`src/hdl/differential_drive_odometry_assert.svh`:
```
// Assertion macros for the differential drive odometry block.
`ifndef DIFFERENTIAL_DRIVE_ODOMETRY_ASSERT_SVH
`define DIFFERENTIAL_DRIVE_ODOMETRY_ASSERT_SVH

// Same-cycle implication, sampled on clk, off during reset.
`define DDO_ASSERT_SAME(lbl, ante, cons) \
	lbl: assert property (@(posedge clk) disable iff (!arst_n) (ante) |-> (cons)) \
		else $error("odometry assertion failed");

// Next-cycle implication, sampled on clk, off during reset.
`define DDO_ASSERT_NEXT(lbl, ante, cons) \
	lbl: assert property (@(posedge clk) disable iff (!arst_n) (ante) |=> (cons)) \
		else $error("odometry assertion failed");

`endif

```
`src/hdl/ddo_pkg.sv`:
```
// Shared types, constants and tables for the differential drive odometry block.
`default_nettype none

package ddo_pkg;

	localparam int unsigned DDO_CORDIC_STAGES = 24;
	localparam int unsigned ITER_W = 5;
	localparam int unsigned MUL_W = 33;
	localparam int unsigned CFG_IDX_W = 4;

	localparam logic [CFG_IDX_W-1:0] REG_DIST = CFG_IDX_W'(0);
	localparam logic [CFG_IDX_W-1:0] REG_TURN = CFG_IDX_W'(1);

	localparam logic signed [33:0] CORDIC_START = 34'sd652032874;

	typedef struct packed {
		logic signed [31:0] left_count;
		logic signed [31:0] right_count;
	} count_t;

	typedef struct packed {
		logic signed [47:0] pos_x;
		logic signed [47:0] pos_y;
		logic [31:0] heading;
	} pose_t;

	typedef enum logic [2:0] {
		MUL_NONE,
		MUL_LEFT,
		MUL_RIGHT,
		MUL_TURN,
		MUL_COS_HI,
		MUL_COS_LO,
		MUL_SIN_HI,
		MUL_SIN_LO
	} mul_op_t;

	typedef struct packed {
		logic load_in;
		mul_op_t mul_op;
		logic lm_en;
		logic sum_en;
		logic head_en;
		logic rot_en;
		logic latch_en;
		logic part_en;
		logic x_add;
		logic y_add;
		logic out_en;
		logic [ITER_W-1:0] iter;
	} ctrl_cmd_t;

	// atan(2^-k) in units of 2^-32 turn
	function automatic logic [29:0] atan_turn(input logic [ITER_W-1:0] k);
		logic [29:0] r;
		unique case (k)
			5'd0: r = 30'd536870912;
			5'd1: r = 30'd316933406;
			5'd2: r = 30'd167458907;
			5'd3: r = 30'd85004756;
			5'd4: r = 30'd42667331;
			5'd5: r = 30'd21354465;
			5'd6: r = 30'd10679838;
			5'd7: r = 30'd5340245;
			5'd8: r = 30'd2670163;
			5'd9: r = 30'd1335087;
			5'd10: r = 30'd667544;
			5'd11: r = 30'd333772;
			5'd12: r = 30'd166886;
			5'd13: r = 30'd83443;
			5'd14: r = 30'd41722;
			5'd15: r = 30'd20861;
			5'd16: r = 30'd10430;
			5'd17: r = 30'd5215;
			5'd18: r = 30'd2608;
			5'd19: r = 30'd1304;
			5'd20: r = 30'd652;
			5'd21: r = 30'd326;
			5'd22: r = 30'd163;
			5'd23: r = 30'd81;
			5'd24: r = 30'd41;
			5'd25: r = 30'd20;
			5'd26: r = 30'd10;
			5'd27: r = 30'd5;
			5'd28: r = 30'd3;
			5'd29: r = 30'd1;
			5'd30: r = 30'd1;
			5'd31: r = 30'd0;
		endcase
		return r;
	endfunction

endpackage

`default_nettype wire

```
`src/hdl/ddo_ctrl.sv`:
```
// Sequencing state machine for the odometry update.
`default_nettype none

module ddo_ctrl import ddo_pkg::*; #(
	parameter int unsigned CORDIC_STAGES = DDO_CORDIC_STAGES
) (
	input  logic clk,
	input  logic arst_n,
	input  logic count_valid,
	output logic count_stall,
	output logic pose_valid,
	input  logic pose_stall,
	output ctrl_cmd_t cmd
);

	typedef enum logic [3:0] {
		S_IDLE,
		S_MUL_L,
		S_MUL_R,
		S_SUM,
		S_MUL_H,
		S_HEAD,
		S_ROT,
		S_LATCH,
		S_XH,
		S_XL,
		S_XA,
		S_YH,
		S_YL,
		S_YA,
		S_DONE
	} state_t;

	state_t state_q;
	logic [ITER_W-1:0] iter_q;
	logic busy_q;
	logic pose_valid_q;
	logic rot_last;
	logic out_free;

	assign rot_last = (iter_q == ITER_W'(CORDIC_STAGES - 1));
	assign out_free = !pose_valid_q || !pose_stall;
	assign count_stall = busy_q;
	assign pose_valid = pose_valid_q;

	always_comb begin
		cmd = '0;
		cmd.mul_op = MUL_NONE;
		cmd.iter = iter_q;
		unique case (state_q)
			S_IDLE: cmd.load_in = count_valid && !busy_q;
			S_MUL_L: cmd.mul_op = MUL_LEFT;
			S_MUL_R: begin
				cmd.mul_op = MUL_RIGHT;
				cmd.lm_en = 1'b1;
			end
			S_SUM: cmd.sum_en = 1'b1;
			S_MUL_H: cmd.mul_op = MUL_TURN;
			S_HEAD: cmd.head_en = 1'b1;
			S_ROT: cmd.rot_en = 1'b1;
			S_LATCH: cmd.latch_en = 1'b1;
			S_XH: cmd.mul_op = MUL_COS_HI;
			S_XL: begin
				cmd.mul_op = MUL_COS_LO;
				cmd.part_en = 1'b1;
			end
			S_XA: cmd.x_add = 1'b1;
			S_YH: cmd.mul_op = MUL_SIN_HI;
			S_YL: begin
				cmd.mul_op = MUL_SIN_LO;
				cmd.part_en = 1'b1;
			end
			S_YA: cmd.y_add = 1'b1;
			S_DONE: cmd.out_en = out_free;
			default: cmd.load_in = 1'b0;
		endcase
	end

	always_ff @(posedge clk or negedge arst_n) begin
		if (!arst_n) begin
			state_q <= S_IDLE;
			iter_q <= '0;
			busy_q <= 1'b0;
			pose_valid_q <= 1'b0;
		end else begin
			if (state_q == S_DONE && out_free) begin
				pose_valid_q <= 1'b1;
			end else if (pose_valid_q && !pose_stall) begin
				pose_valid_q <= 1'b0;
			end
			unique case (state_q)
				S_IDLE: begin
					if (count_valid && !busy_q) begin
						busy_q <= 1'b1;
						state_q <= S_MUL_L;
					end
				end
				S_MUL_L: state_q <= S_MUL_R;
				S_MUL_R: state_q <= S_SUM;
				S_SUM: state_q <= S_MUL_H;
				S_MUL_H: state_q <= S_HEAD;
				S_HEAD: begin
					iter_q <= '0;
					state_q <= S_ROT;
				end
				S_ROT: begin
					iter_q <= iter_q + 1'b1;
					if (rot_last) begin
						state_q <= S_LATCH;
					end
				end
				S_LATCH: state_q <= S_XH;
				S_XH: state_q <= S_XL;
				S_XL: state_q <= S_XA;
				S_XA: state_q <= S_YH;
				S_YH: state_q <= S_YL;
				S_YL: state_q <= S_YA;
				S_YA: state_q <= S_DONE;
				S_DONE: begin
					if (out_free) begin
						busy_q <= 1'b0;
						state_q <= S_IDLE;
					end
				end
				default: state_q <= S_IDLE;
			endcase
		end
	end

endmodule

`default_nettype wire

```
`config.mk`:
```
export PLATFORM = sky130hd
export DESIGN_NAME = ddo_ctrl
export DESIGN_NICKNAME = d
export VERILOG_FILES = /design/src/hdl/differential_drive_odometry_assert.svh /design/src/hdl/ddo_pkg.sv /design/src/hdl/ddo_ctrl.sv
export SDC_FILE = /design/constraint.sdc
export NUM_CORES = 1
export LEC_CHECK = 0
export BUFFER_PORTS_ARGS = -buffer_cell sky130_fd_sc_hd__buf_2
export CAP_MARGIN = 20
export CORE_UTILIZATION = 47
export CTS_CLUSTER_DIAMETER = 40
export DETAILED_ROUTE_END_ITERATION = 6
export PLACE_DENSITY = 0.86
export SLEW_MARGIN = 5
export SYNTH_ARGS = -nofsm -noshare
export SYNTH_HDL_FRONTEND = slang
export SYNTH_SLANG_ARGS = --single-unit
```
`constraint.sdc`:
```
create_clock -name clk -period 1.8 [get_ports clk]
set_input_delay 0.36 -clock clk [delete_from_list [all_inputs] [get_ports clk]]
set_output_delay 0.36 -clock clk [all_outputs]
set_load 0.05 [all_outputs]
```
======== After elaboration in Yosys (flattened, before gate mapping) ========
Cells that the tools add are included.
W data, S select, Z words.
word-level totals
  input port bits ......................... 4
  memories ................................ 0
  bits in writable memories ............... 0
  bits in latches ......................... 0
  logic and storage cells ................. 58
  ROM bits ................................ 0
  flip-flop bits (word level) ............. 11
  output and inout port bits .............. 20
cells by class
  shift-type cells ........................ 0
  reduce and logical (&&, ||, !) cells .... 14
  multiplexer cells ....................... 21
  divide/modulo/power cells ............... 0
  $add $sub $neg .......................... 1
  multiply operators ...................... 0
  bitwise logic cells ..................... 0
  magnitude comparators ................... 0
  equal/unequal tests ..................... 18
operators with widths
  cell                   number
  $pmux W4 S15           1
  $eq A4 B4 Y1 const B   7
  $pmux W3 S7            1
  $eq A4 B3 Y1 const B   4
  $mux W1                14
  $mux W4                3
  $pmux W5 S2            1
  $eq A4 B2 Y1 const B   2
  $ne A2 B2 Y1 const B   3
  $reduce_and A3 Y1      2
  $reduce_bool A2 Y1     3
  $add A5 B1 Y5 const B  1
  $eq A5 B5 Y1 const B   1
  $eq A4 B1 Y1 const B   1
  $logic_not A4 Y1       1
  $logic_and A1 B1 Y1    3
  $logic_not A1 Y1       3
  $pmux W1 S2            1
  $reduce_or A2 Y1       1
  $logic_or A1 B1 Y1     1

======== Depth between registers and ports, before layout ========
Gate-level depths: netlist (run 1).
  depth in word-level cells ............... 4
  mapped depth ............................ 4

======== Least setup slack after synthesis (run 1) ========
OpenSTA, ideal clock, no wires.
  kind .................................... register to output
  from .................................... reg pose_valid_q, in the netlist pose_valid
  to ...................................... out cmd[5] (netlist name)
  path slack .............................. -533 ps
  arrival time ............................ 1,973 ps
  cell stages (with the launch flop) ...... 3
  data required time ...................... 1,440 ps
  cell sequence ........................... dfrtp_1 -> nand2_1 -> nor3b_1
RTL lines
  element                 RTL line        source
  start, declared         ddo_ctrl.sv:37  logic pose_valid_q;
  start signal, assigned  ddo_ctrl.sv:84  pose_valid_q <= 1'b0;
  start signal, assigned  ddo_ctrl.sv:87  pose_valid_q <= 1'b1;
  start signal, assigned  ddo_ctrl.sv:89  pose_valid_q <= 1'b0;
  end, declared           ddo_ctrl.sv:13  output ctrl_cmd_t cmd

==> metrics.cfg, run 1 <==
[critical_path]
criticalPathCategory = reg2out
crit_path_start_kind = flip-flop
endpoint_kind = output port
cp_data_required_time_ns = 1.44
critPathMaxFanout = 9
worstPathArrival_ns = 1.44

[final_layout]
utilization_pct = 78.0
final_cell_mix = 14 x buf_2, 9 x buf_4, 8 x buf_6
areaGrowthSynthToFinish_pct = 53.0
final_common_cell = buf_2
design.final.nets = 109
diodes = 0
drive_gt1_share_pct = 56.3

[sta]
drv_slew = 0
fmax_mhz = 556
setup_viol = 0
rsz0062_at_grt = true
finalHoldViolCount = 0
skew_ns = 0.0212
maxSlewHeadroom_pct = 70.7
worst_pin_slew_ns = 0.429
period_share_pct = 100
fin_crit_ns = 1.80

[clock_network]
ctsHtreeMaxLevel = 1
cts-root-buf = clkbuf_4
clk_path_buf_depth = 2
tritoncts = built
clock-sinks = 11
clkTransAtPathRegs_ns = 0.08
numCtsBuffers = 3
clk_latency_ns = 0.29

[yosys]
synth_cell_types = 30
syn-num-nets = 74
ys_warn_count = 0
avgSynthCellArea_um2 = 9.61
syn_area_um2 = 663
syn_inst = 69
synth_seq_area_share_pct = 41.5
yosysTopAreaCell = dfrtp_1
synth_seq_cells = 11
yosysTopAreaCellShare_pct = 41.5
synth_area_leaders = dfrtp_1 42%, mux2i_1 4.5%, nand2_1 4.0%

[floorplanning]
die_y_um = 39.6
core_area_um2 = 1300
die_w_um = 39.6
dieArea_um2 = 1560
start_util_pct = 51.0
io_pins = 24
row_count = 13

[run_status]
status = completed

[routing]
vias = 657
drc_errors = 0
drt-vias-per-instance = 5.57
drt_iter0_drc = 7
wirelength_mm = 1.82
ant_nets = 0
dr.pass1.iters = 4
routedWlPerCell_um = 15.4

[grt]
grt_max_degree = 12
gr-total-overflow = 0
antenna_found_initial = 0
track_usage_pct = 24.7
grt_pass1_wl_mm = 2.50
grt_pass1_vias = 543

[min_path]
min_path_type = in2reg

[placed_design]
place_hpwl_mm = 1.18
place_congestion = 0.824
portBuffers = 23

[job]
maxCapViolCount = 0

[cell type report]
class | count | area, um2
multi-input cells | 51 | 422
fillers | 89 | 287
flip-flops and latches | 11 | 280
repair buffers | 35 | 260
clock buffers | 4 | 26.3
well taps | 15 | 18.8
inverters | 2 | 7.51
[synthesized netlist by cell type (all sizes together)]
| library cell | n |
|---|---|
| dfrtp | 11 |
| nand2 | 7 |
| nor2 | 7 |
| buf | 5 |
| mux2i | 4 |
| a21oi | 3 |
| nand2b | 3 |
| nor3b | 3 |
| a21o | 2 |
| inv | 2 |
| mux2 | 2 |
| nand3 | 2 |
| nand4 | 2 |
| nor3 | 2 |
| o21ai | 2 |
| a2111oi | 1 |
| a22o | 1 |
| a311oi | 1 |
| a31oi | 1 |
| and2 | 1 |
| and3 | 1 |
| and4bb | 1 |
| ha | 1 |
| nand4bb | 1 |
| o211ai | 1 |
| o22ai | 1 |
| xnor2 | 1 |
[cells by family (layout without fill, tap and decap cells)]
group / count (synthesis) / count (layout) / synth area share, %
AOI/OAI and AO/OA: 13 / 13 / 13.0
xor gates and xnor gates: 1 / 1 / 1.32
adders and majority gates: 1 / 1 / 1.89
buffers and inverters: 7 / 41 / 5.85
DFF: 11 / 11 / 41.5
muxes: 6 / 6 / 11.9
and+or+nand+nor: 30 / 30 / 24.5
[worst max-delay path, cell delays in order, from the launching register on]
cell	delay, ns
dfrtp_2	0.48
buf_4	0.18
nand2b_1	0.10
nor2_1	0.14
clkbuf_4	0.25
[what timing repair did]
action	4_1_cts	5_1_grt
endpoints found under the hold margin	11	0
endpoints found under the setup margin	10	11
pin swaps	1	4
setup buffers	2	5
hold buffers	1	0
gates resized for setup	14	19
[per-layer routing]
layer / GRT usage, % / wire length, um / up-vias
met5: 0 / 0 / -
met4: 7.76 / 36 / 0
met3: 8.52 / 84 / 4
met2: 39.3 / 932 / 18
met1: 30.8 / 771 / 319
li1: - / - / 316
[stage by stage]
stage / instance area, um2 / setup TNS, ns / hold WS [ns] / setup slack (ns) / std cells
2_1_floorplan: 696 / -0.0854 / 0.0644 / -0.0786 / 69
3_3_place_gp: 828 / 0 / 0.236 / 0.165 / 106
3_5_place_dp: 828 / 0 / 0.240 / 0.163 / 106
4_1_cts: 911 / 0 / 0.426 / 0.00133 / 113
5_1_grt: 1010 / -0.106 / 0.413 / -0.0434 / 118
6_report: 1010 / 0 / 0.411 / 0.000336 / 118
[path summary, 6_finish.rpt]
| check | end | cells after the start | startpoint | slack (ns) |
|---|---|---|---|---|
| hold reg to reg | iter_q[4]$_DFFE_PN0P_ | 1 | iter_q[4]$_DFFE_PN0P_ | 0.51 |
| max in group asynchronous | state_q[1]$_DFFE_PN0P_ | 2 | arst_n | 1.08 |
| min in group asynchronous | iter_q[2]$_DFFE_PN0P_ | 2 | arst_n | 0.47 |
| setup / recovery | cmd[7] | 4 | state_q[3]$_DFFE_PN0P_ | 0.0003 |
| setup reg to reg | iter_q[2]$_DFFE_PN0P_ | 3 | state_q[3]$_DFFE_PN0P_ | 0.35 |
| hold / removal | count_stall$_DFFE_PN0P_ | 3 | count_valid | 0.41 |
[flip-flops by register name, indices dropped and copies added (netlist names)]
register     cells
pose_valid       1
iter_q           5
count_stall      1
state_q          4
Power of run 1 is not shown: default switching activity piles up to over one toggle a cycle in this logic, so the estimate is an artifact.
==> inputs of run 2 (changes only) <==
- MAX_ROUTING_LAYER: unset -> met4
==> run 2 against run 1 <==
The run now ends with setup timing left. Fmax barely moved. Via count down 0.61%. First-iteration DRC count increased by 29%. Hold slack worse by 0.0016 ns. Sequential share of layout area stayed put. Die area unchanged. Non-clock buffer count did not move.
==> metrics.cfg, run 2 (synthesis results as in run 1) <==
[floorplanning]
io_pins = 24  ; unchanged
row_count = 13  ; unchanged
dieArea_um2 = 1560  ; unchanged
die_y_um = 39.6  ; unchanged
start_util_pct = 51.0  ; unchanged
die_w_um = 39.6  ; unchanged
core_area_um2 = 1300  ; unchanged

[sta]
period_share_pct = 100  ; about the same
setup_ws_ns = -0.000472  ; -0.000808 ns
setup_viol = 1  ; +1
fmax_mhz = 555  ; about the same
whs_ns = 0.409  ; -0.00161 ns
rsz0062_at_grt = true
maxSlewHeadroom_pct = 70.7  ; unchanged
worst_pin_slew_ns = 0.429  ; unchanged
finalHoldViolCount = 0  ; unchanged
drv_slew = 0  ; unchanged
skew_ns = 0.0213  ; +0.000113 ns
fin_crit_ns = 1.80  ; +0.000808 ns

[routing]
routedWlPerCell_um = 15.5  ; +0.44%
drc_errors = 0  ; unchanged
wirelength_mm = 1.83  ; +0.44%
vias = 653  ; -0.61%
drt_iter0_drc = 9  ; +2
drt-vias-per-instance = 5.53  ; -0.61%
ant_nets = 0  ; unchanged
dr.pass1.iters = 4  ; unchanged

[clock_network]
tritoncts = built
clk_latency_ns = 0.29  ; about the same
clock-sinks = 11  ; unchanged
cts-root-buf = clkbuf_4
clkTransAtPathRegs_ns = 0.08  ; about the same
ctsHtreeMaxLevel = 1  ; unchanged
numCtsBuffers = 3  ; unchanged
clk_path_buf_depth = 2  ; unchanged

[final_layout]
design.final.nets = 109  ; unchanged
top_regs = iter_q (5), state_q (4)
final_cell_mix = 14 x buf_2, 9 x buf_4, 8 x buf_6
largest_reg_flops = 5  ; unchanged
final_common_cell = buf_2
diodes = 0  ; unchanged
drive_gt1_share_pct = 56.3  ; unchanged
areaGrowthSynthToFinish_pct = 53.0  ; unchanged
regMostFlops = iter_q
finish.instance_area_um2 = 1010  ; unchanged
utilization_pct = 78.0  ; unchanged

[critical_path]
criticalPathCategory = reg2out
crit_path_start_kind = flip-flop
worstPathArrival_ns = 1.44  ; about the same
endpoint_kind = output port
cp_data_required_time_ns = 1.44  ; about the same
reg2reg_depth = 3  ; unchanged
critPathMaxFanout = 9  ; unchanged

[placed_design]
portBuffers = 23  ; unchanged
place_congestion = 0.836  ; +1.5%
place_hpwl_mm = 1.18  ; unchanged
dpl_cell_area_um2 = 828  ; unchanged

[min_path]
min_path_cells = 3  ; unchanged
min_path_type = in2reg

[grt]
track_usage_pct = 25.3  ; +0.61 points
gr-total-overflow = 0  ; unchanged
grt_pass1_vias = 542  ; -0.18%
grt_pass1_wl_mm = 2.50  ; unchanged
antenna_found_initial = 0  ; unchanged
grt_max_degree = 12  ; unchanged

[run_status]
violations = setup timing
status = complete, but fails checks

[job]
maxCapViolCount = 0  ; unchanged

run 2: final timing paths:
check	start	endpoint	slack, ns
max	state_q[3]$_DFFE_PN0P_	cmd[7]	-0.0005
min	count_valid	count_stall$_DFFE_PN0P_	0.41
max reg2reg	state_q[3]$_DFFE_PN0P_	iter_q[2]$_DFFE_PN0P_	0.35
min reg2reg	iter_q[4]$_DFFE_PN0P_	iter_q[4]$_DFFE_PN0P_	0.51
max in group asynchronous	arst_n	state_q[1]$_DFFE_PN0P_	1.08
min in group asynchronous	arst_n	iter_q[2]$_DFFE_PN0P_	0.46
run 2: final cells by class:
class / instances / area [um2]
clock buffer: 4 / 26.3
fill: 89 / 287
inverter: 2 / 7.51
multi-input combinational: 51 / 422
sequential: 11 / 280
tap: 15 / 18.8
timing repair buffer: 35 / 260
run 2: repair_timing:
item,in CTS,in global routing
setup endpoints to repair,10,11
gates resized for setup,14,19
buffers inserted,2,5
hold endpoints to repair,11,0
pin swaps,1,4
hold buffers,1,0
run 2: worst max-delay path, stage by stage (launching register included):
cell and delay [ns]:
dfrtp_2 0.48, buf_4 0.18, nand2b_1 0.10, nor2_1 0.14, clkbuf_4 0.25
run 2: per-layer routing:
metal,GRT usage (%),share of wire (%)
met5,-,0
met4,7.76,1.9
met3,8.52,4.7
met2,39.3,51
met1,30.8,42
run 2: stage by stage:
step	setup TNS, ns	cells	worst slack, ns
after global placement	0	106	0.165
after global routing	-0.106	118	-0.0434
after detailed placement	0	106	0.163
after floorplan	-0.0854	69	-0.0786
final	-0.000472	118	-0.000472
after CTS	0	113	0.00133
Power of run 2 is left out for the same reason.
